### src/etfp_pkg.sv
// Package for the escape-time fractal pixel block: widths, register indexes,
// reset values, controller states and the structs shared between modules.
// No dependencies.
`default_nettype none

package etfp_pkg;

  // fixed-point format of c (Q4.28 registers) and z (Q6.28 registers)
  localparam int FracBits   = 28;
  localparam int MaxColumns = 2048;
  localparam int MaxRows    = 1024;

  localparam int ColW   = 11;
  localparam int RowW   = 10;
  localparam int CoordW = 32;
  localparam int StepW  = 31;
  localparam int IterW  = 16;
  localparam int PerW   = 10;
  localparam int ChanW  = 8;

  // z components: |xx - yy + c| stays below 2^33 with margin
  localparam int ZW    = FracBits + 6;
  localparam int MagW  = FracBits + 1;   // multiplier operand, |x| < 2
  localparam int SqW   = FracBits + 2;   // truncated square, < 4
  localparam int XyW   = FracBits + 3;   // truncated cross term, < 8
  localparam int CSumW = StepW + ColW + 2;

  // shared divider
  localparam int DivW     = 18;
  localparam int DivStepW = $clog2(DivW + 1);

  // configuration port
  localparam int CfgIdxW  = 3;
  localparam int CfgDataW = 32;
  localparam logic [CfgIdxW-1:0] CfgRealOrigin = 3'd0;
  localparam logic [CfgIdxW-1:0] CfgImagOrigin = 3'd1;
  localparam logic [CfgIdxW-1:0] CfgRealStep   = 3'd2;
  localparam logic [CfgIdxW-1:0] CfgImagStep   = 3'd3;
  localparam logic [CfgIdxW-1:0] CfgMaxIter    = 3'd4;
  localparam logic [CfgIdxW-1:0] CfgPeriod     = 3'd5;

  localparam logic [CoordW-1:0] RealOriginRst = 32'hE000_0000;
  localparam logic [CoordW-1:0] ImagOriginRst = 32'hEE00_0000;
  localparam logic [StepW-1:0]  RealStepRst   = 31'd671508;
  localparam logic [StepW-1:0]  ImagStepRst   = 31'd671835;
  localparam logic [IterW-1:0]  MaxIterRst    = 16'd1000;
  localparam logic [PerW-1:0]   PeriodRst     = 10'd50;

  localparam logic [ChanW-1:0] ChanMax = 8'd255;

  typedef enum logic [1:0] {
    DIV_MOD,
    DIV_SECT,
    DIV_RAMP
  } div_op_e;

  typedef enum logic [3:0] {
    ST_IDLE,
    ST_C_MUL,
    ST_C_ADD,
    ST_IT_CHECK,
    ST_IT_UPDATE,
    ST_MOD_GO,
    ST_MOD_WAIT,
    ST_SECT_GO,
    ST_SECT_WAIT,
    ST_RAMP_GO,
    ST_RAMP_WAIT,
    ST_DONE
  } state_e;

  typedef struct packed {
    logic [ColW-1:0] column;
    logic [RowW-1:0] row;
  } pixel_in_t;

  typedef struct packed {
    logic [ChanW-1:0] red;
    logic [ChanW-1:0] green;
    logic [ChanW-1:0] blue;
    logic [IterW-1:0] iteration_count;
    logic             inside_res;
  } pixel_out_t;

  typedef struct packed {
    logic    load_pix;
    logic    mul_c;
    logic    set_c;
    logic    mul_z;
    logic    step_z;
    logic    div_start;
    div_op_e div_op;
    logic    cap_mod;
    logic    cap_sect;
    logic    load_colour;
    logic    load_inside;
  } cmd_t;

  typedef struct packed {
    logic lim_hit;
    logic big;
    logic sq_esc;
    logic div_done;
  } status_t;

endpackage

`default_nettype wire

### src/etfp_ctrl.sv
// Controller state machine: sequences c set-up, the z iteration loop and the
// three divides of the colour map. Depends on etfp_pkg.
`default_nettype none

module etfp_ctrl
  import etfp_pkg::*;
(
  input  wire logic    clk_i,
  input  wire logic    rst_ni,
  input  wire logic    start,
  input  wire status_t status_i,
  output logic         busy,
  output logic         done_o,
  output cmd_t         cmd_o
);

  state_e state_q, state_d;

  always_ff @(posedge clk_i or negedge rst_ni) begin
    if (!rst_ni) begin
      state_q <= ST_IDLE;
    end else begin
      state_q <= state_d;
    end
  end

  always_comb begin
    state_d = state_q;
    case (state_q)
      ST_IDLE: begin
        if (start) state_d = ST_C_MUL;
      end
      ST_C_MUL:  state_d = ST_C_ADD;
      ST_C_ADD:  state_d = ST_IT_CHECK;
      ST_IT_CHECK: begin
        if (status_i.lim_hit)  state_d = ST_DONE;
        else if (status_i.big) state_d = ST_MOD_GO;
        else                   state_d = ST_IT_UPDATE;
      end
      ST_IT_UPDATE: begin
        state_d = status_i.sq_esc ? ST_MOD_GO : ST_IT_CHECK;
      end
      ST_MOD_GO:  state_d = ST_MOD_WAIT;
      ST_MOD_WAIT: begin
        if (status_i.div_done) state_d = ST_SECT_GO;
      end
      ST_SECT_GO: state_d = ST_SECT_WAIT;
      ST_SECT_WAIT: begin
        if (status_i.div_done) state_d = ST_RAMP_GO;
      end
      ST_RAMP_GO: state_d = ST_RAMP_WAIT;
      ST_RAMP_WAIT: begin
        if (status_i.div_done) state_d = ST_DONE;
      end
      ST_DONE:    state_d = ST_IDLE;
      default:    state_d = ST_IDLE;
    endcase
  end

  always_comb begin
    cmd_o        = '0;
    cmd_o.div_op = DIV_MOD;
    busy         = 1'b1;
    done_o       = 1'b0;
    case (state_q)
      ST_IDLE: begin
        busy           = 1'b0;
        cmd_o.load_pix = start;
      end
      ST_C_MUL: cmd_o.mul_c = 1'b1;
      ST_C_ADD: cmd_o.set_c = 1'b1;
      ST_IT_CHECK: begin
        cmd_o.load_inside = status_i.lim_hit;
        cmd_o.mul_z       = !status_i.lim_hit && !status_i.big;
      end
      ST_IT_UPDATE: cmd_o.step_z = !status_i.sq_esc;
      ST_MOD_GO: begin
        cmd_o.div_start = 1'b1;
        cmd_o.div_op    = DIV_MOD;
      end
      ST_MOD_WAIT: cmd_o.cap_mod = status_i.div_done;
      ST_SECT_GO: begin
        cmd_o.div_start = 1'b1;
        cmd_o.div_op    = DIV_SECT;
      end
      ST_SECT_WAIT: cmd_o.cap_sect = status_i.div_done;
      ST_RAMP_GO: begin
        cmd_o.div_start = 1'b1;
        cmd_o.div_op    = DIV_RAMP;
      end
      ST_RAMP_WAIT: cmd_o.load_colour = status_i.div_done;
      ST_DONE:      done_o = 1'b1;
      default:      busy = 1'b1;
    endcase
  end

endmodule

`default_nettype wire

### config.mk
export PLATFORM = sky130hd
export DESIGN_NAME = etfp_ctrl
export DESIGN_NICKNAME = d
export VERILOG_FILES = /design/src/etfp_pkg.sv /design/src/etfp_ctrl.sv
export SDC_FILE = /design/constraint.sdc
export NUM_CORES = 1
export LEC_CHECK = 0
export BUFFER_PORTS_ARGS = -buffer_cell sky130_fd_sc_hd__buf_2
export CAP_MARGIN = 15
export CORE_AREA = 2 2 39 41
export DETAILED_ROUTE_END_ITERATION = 8
export DIE_AREA = 0 0 41 43
export MAX_ROUTING_LAYER = met4
export PLACE_DENSITY = 0.61
export SLEW_MARGIN = 10
export SYNTH_ARGS = -nofsm -noshare
export SYNTH_HDL_FRONTEND = slang
export SYNTH_SLANG_ARGS = --single-unit
export TNS_END_PERCENT = 100
### constraint.sdc
create_clock -name clk_i -period 1.7 [get_ports clk_i]
set_clock_uncertainty 0.05 [all_clocks]
set_input_delay 0.34 -clock clk_i [delete_from_list [all_inputs] [get_ports clk_i]]
set_output_delay 0.34 -clock clk_i [all_outputs]
set_load 0.02 [all_outputs]
==> results of run 1 <==
through the flow:
stage	setup TNS, ns	hold WS [ns]
finish	-0.006362	0.3900
global route	-0.2928	0.3797
CTS	0	0.3650
detailed placement	0	0.09636
global placement	0	0.09512
floorplan	0	-0.005591
path summary, 6_finish.rpt:
check / from / to / cells after the start / slack [ns]
setup / recovery: state_q[1] / cmd_o[7] / 4 / -0.006
hold / removal: status_i[3] / state_q[1] / 3 / 0.39
min in group asynchronous: rst_ni / state_q[3] / 2 / 0.40
setup reg to reg: state_q[0] / state_q[3] / 5 / 0.39
hold reg to reg: state_q[3] / state_q[2] / 2 / 0.58
max in group asynchronous: rst_ni / state_q[1] / 2 / 1.08
layout by cell type, fill, tap and decap left out, types with 2 or more instances in the layout:
cell type and instances:
buf_2 14, buf_4 12, nor2_1 10, nand2b_1 4, clkbuf_4 3, buf_6 3
dfrtp_2 3, o21ai_0 2, nor4b_2 2, nand2_1 2, nor3_2 2, nor2b_1 2
nor4_1 2, a221oi_2 2
tightest hold or removal path: stages:
cell	delay (ns)
buf_2	0.14
nand2b_1	0.10
a221oi_2	0.06
cell families (layout without fill, tap and decap cells):
kind of cell,Yosys count,after routing,share of synthesized area [%]
buffers and inverters,5,35,9.777
AO/OA/AOI/OAI,8,8,16.72
AND/OR/NAND/NOR,33,33,48.27
flip-flops,4,4,25.24
cell type report:
cell class                      count  area share (%)
Timing Repair Buffer               31           31.99
Tap cell                           16           3.065
Inverter                            1          0.5747
Multi-Input combinational cell     41           45.02
Sequential cell                     4           15.90
Clock buffer                        3           3.448
what timing repair did:
| action | in CTS | in global routing |
|---|---|---|
| hold buffers | 1 | 0 |
| endpoints found under the setup margin | 6 | 8 |
| gates resized for setup | 5 | 17 |
| pin swaps | 0 | 3 |
| endpoints found under the hold margin | 4 | 0 |
| buffers inserted | 0 | 7 |
routing by layer:
layer | share of wire (%) | up-vias | track usage [%]
li1 | - | 235 | -
met1 | 43 | 213 | 17.48
met2 | 50 | 15 | 17.50
met3 | 4.4 | 4 | 4.712
met4 | 3.1 | 0 | 10.00
met5 | 0 | - | -
power breakdown:
part / internal [mW] / total, mW / switching [mW]
clock: 0.0787 / 0.114 / 0.0349
combinational: 0.419 / 0.864 / 0.444
sequential: 0.148 / 0.232 / 0.0839
==> impl_metrics.ini, run 1 <==
[placed_design]
place_area_um2 = 510.5
post-place-ws_ns = 0.1525
io_buffer_count = 20
dp_cells = 85
gp_congestion = 0.7639
place_hpwl_um = 792.9

[logic_synthesis]
synth_most_common_cell = nor2_1
synthCells = 50
synth_top_area_share_pct = 25.24
synth.avg_cell_area_um2 = 7.933
syn_area_um2 = 396.6
synth_fp_nets = 57
ys_top_cells_by_count = nor2_1, dfrtp_1, nand2b_1
synth_cell_types = 25
ys_warn_count = 0
async_reset_ff_share_pct = 100.0
yosysTopAreaCell = dfrtp_1
yosys_register_bits = 4
yosys-top-cells-area = dfrtp_1, nor2_1, a221oi_2
synth-main-ff-cell = dfrtp_1
seq_area_frac_synth_pct = 25.24
synth_edf_count = 0

[worst_setup_path]
critPathArrivalTime_ns = 1.32
required_ns = 1.31
cp_slowest_cell = dfrtp_2
start_kind = register
crit_buf_inv = 2
crit_type = reg -> out
end_kind = output pin
cpLargestDelayFamily = flip-flops
crit_chain = buf_6, nor3_4, nor2b_1, buf_4
cp_max_fo = 7
critPathMaxStageDelay_ns = 0.45

[sta]
maxSlewHeadroom_pct = 80.77
finalHoldViolations = 0
worst_slack_ns = -0.006362
post-route-period-util_pct = 100.4
setup_viol = 1
fmax_mhz = 586.0
rsz0062_at_grt = yes
slew_violations = 0
worst_slew_pin_slew_ns = 0.2858
min_period_ns = 1.706

[global_route]
antenna_found_initial = 0
overflow = 0
grt_max_degree = 13
grt_pass1_vias = 371
grt_pass1_wl_mm = 1.552
global_route.usage.total_pct = 13.81

[power_and_ir_drop]
p_total_mw = 1.210
p_per_area_nw_per_um2 = 1852
leakage_nw = 0.3096
ir_drop_v = 0.0007798

[final_layout]
largest-register = state_q
top_regs = state_q (4)
largest_reg_flops = 4
multi_input_area_um2 = 294.0
regArea_um2 = 103.9
fin_nets = 89
num_antenna_cells = 0
drive_gt1_share_pct = 58.75
fill_cells = 140
fin_cells = 96
fin_util_pct = 47.20
syn2layout_area_growth_pct = 64.67
fin_area_um2 = 653.1

[routing]
drcViolationCount = 0
wl_mm = 1.192
vias = 467
viasPerCell = 4.865
first_pass_iters = 4
drt-initial-drc-count = 6
ant_nets = 0
detail_route.wl_per_cell_um = 12.42

[clocking]
clock_latency_ns = 0.23
clock_sinks = 4
tritoncts = built
path_clk_slew_ns = 0.03
clk_path_buf_depth = 2
numCtsBuffers = 3
cts-htree-levels = 1
ctsRootBufferMaster = clkbuf_4

[floorplan]
start_util_pct = 28.66
core-area_um2 = 1384
ios = 21
die_w_um = 41
rows = 14
dieArea_um2 = 1763
die_h_um = 43

[run]
cap_violations = 0

[outcome]
outcome = finished with violations
violations = negative setup slack

[worst_hold_path]
min_path_type = in -> reg
Power figures use the tool's default switching activity.
==> run 2, diff against run 1 <==
--- a/config.mk
+++ b/config.mk
@@ -12,6 +12,7 @@
 export DIE_AREA = 0 0 41 43
 export MAX_ROUTING_LAYER = met4
 export PLACE_DENSITY = 0.61
+export RECOVER_POWER = 100
 export SLEW_MARGIN = 10
 export SYNTH_ARGS = -nofsm -noshare
 export SYNTH_HDL_FRONTEND = slang
==> impl_metrics.ini, run 2 (synthesis gave the netlist of run 1 again) <==
[final_layout]
num_antenna_cells = 0
largest_reg_flops = 4
fin_nets = 89
top_regs = state_q (4)
most-common-layout-cells = buf_2, buf_4, nor2_1, nand2b_1
largest-register = state_q
fin_area_um2 = 651.9
fin_cells = 96
syn2layout_area_growth_pct = 64.35
layout_commonest_cell = buf_2
fill_cells = 141
fin_util_pct = 47.11
drive_gt1_share_pct = 57.50

[power_and_ir_drop]
pwr-share-clk_pct = 9.4
ir_drop_v = 0.0007797
p_total_mw = 1.209
combPwrFrac_pct = 71.4
p_sw_share_pct = 46.56
p_seq_share_pct = 19.2
p_per_area_nw_per_um2 = 1855
p_int_mw = 0.6462
leakage_nw = 0.3068
switching_power_mw = 0.5630

[clocking]
tritoncts = built
cts-htree-levels = 1
clk_path_buf_depth = 2
path_clk_slew_ns = 0.03
numCtsBuffers = 3
ctsRootBufferMaster = clkbuf_4
clock_sinks = 4
clock_latency_ns = 0.23

[placed_design]
place_hpwl_um = 792.9
gp_congestion = 0.7639
dp_cells = 85
place_area_um2 = 510.5
io_buffer_count = 20
post-place-ws_ns = 0.1525

[worst_setup_path]
regToRegSetupSlack_ns = 0.39
r2r-start = state_q[0]
required_ns = 1.31
cp_max_fo = 7
critPathLaunch = state_q[1]
crit_cells = 4
r2r-end = state_q[3]
crit_buf_inv = 2
crit_type = reg -> out
cp_slowest_cell = dfrtp_2
critPathArrivalTime_ns = 1.32
start_kind = register
crit_end = cmd_o[7]
cpLargestDelayFamily = flip-flops
critPathMaxStageDelay_ns = 0.45
rr_worst_depth = 5
end_kind = output pin
crit_chain = buf_6, nor3_4, nor2b_1, buf_4

[global_route]
overflow = 0
globalRouteMet1Util_pct = 17.48
grt.busiest_layer = met2
grt_pass1_vias = 371
global_route.usage.total_pct = 13.81
grt_max_degree = 13
antenna_found_initial = 0
grt_pass1_wl_mm = 1.552
use_met2_pct = 17.50
grt_use_met3_pct = 4.712

[floorplan]
core-area_um2 = 1384
die_h_um = 43
start_util_pct = 28.66
die_w_um = 41
rows = 14
ios = 21
dieArea_um2 = 1763

[routing]
first_pass_iters = 4
vias = 467
drt-initial-drc-count = 6
detail_route.wl_per_cell_um = 12.40
drcViolationCount = 0
wl_mm = 1.190
ant_nets = 0
viasPerCell = 4.865

[sta]
slew_violations = 0
fmax_mhz = 586.0
maxSlewHeadroom_pct = 80.77
finalHoldViolations = 0
min_period_ns = 1.706
worst_slack_ns = -0.006362
setup_viol = 1
rsz0062_at_grt = yes
worst_slew_pin_slew_ns = 0.2858
post-route-period-util_pct = 100.4

[outcome]
outcome = finished with violations
violations = negative setup slack

[worst_hold_path]
min_path_type = in -> reg

[run]
cap_violations = 0
[run 2: changes by cell type in the layout (fill, tap and decap cells not counted)]
cell | before | now
clkbuf_1 | 0 | 1
buf_2 | 14 | 13
[run 2: power by group through the flow]
stage	clock [mW]	sequential [mW]	combinational, mW
2_1_floorplan	0	0.170	0.562
3_3_place_gp	0	0.246	0.621
3_5_place_dp	0	0.246	0.619
4_1_cts	0.122	0.257	0.631
5_1_grt	0.133	0.240	0.928
6_report	0.114	0.232	0.863
[run 2: worst register-to-register path, delay by kind of cell, from the launching register on]
family / cells / cell delay [ns]
flops: 1 / 0.42
compound gates: 1 / 0.09
buf+inv: 2 / 0.28
simple gates: 2 / 0.39
[run 2: how the worst min path moves through the flow]
stage	endpoint	from	depth (start not counted)
3_3_place_gp	state_q[3]	rst_ni	1
3_5_place_dp	state_q[3]	rst_ni	1
2_1_floorplan	state_q[0]	rst_ni	0
6_report	state_q[1]	status_i[3]	3
4_1_cts	state_q[1]	status_i[3]	3
5_1_grt	state_q[1]	status_i[3]	3
[run 2: layout make-up]
cell class	instances	area, um2	area share (%)
multi-input cells	41	294.0	45.11
inverters	1	3.754	0.5758
flip-flops and latches	4	103.9	15.93
repair buffers	31	207.7	31.86
clock buffers	3	22.52	3.455
well taps	16	20.02	3.071
[run 2: timing repair]
item                                    in CTS  in global routing
resized for setup                            5                 17
hold endpoints to repair                     4                  0
endpoints found under the setup margin       6                  8
setup buffers                                0                  7
hold buffers                                 1                  0
pin swaps                                    0                  3
[run 2: through the flow]
step	setup TNS, ns	hold WS (ns)
6_report	-0.006362	0.3900
4_1_cts	0	0.3650
3_3_place_gp	0	0.09512
3_5_place_dp	0	0.09636
2_1_floorplan	0	-0.005591
5_1_grt	-0.2928	0.3797
[run 2: per-layer routing]
layer	vias up	wire length (um)	part of all wire, %
li1	235	-	-
met1	213	508	43
met2	15	592	50
met3	4	52	4.4
met4	0	37	3.1
met5	-	0	0
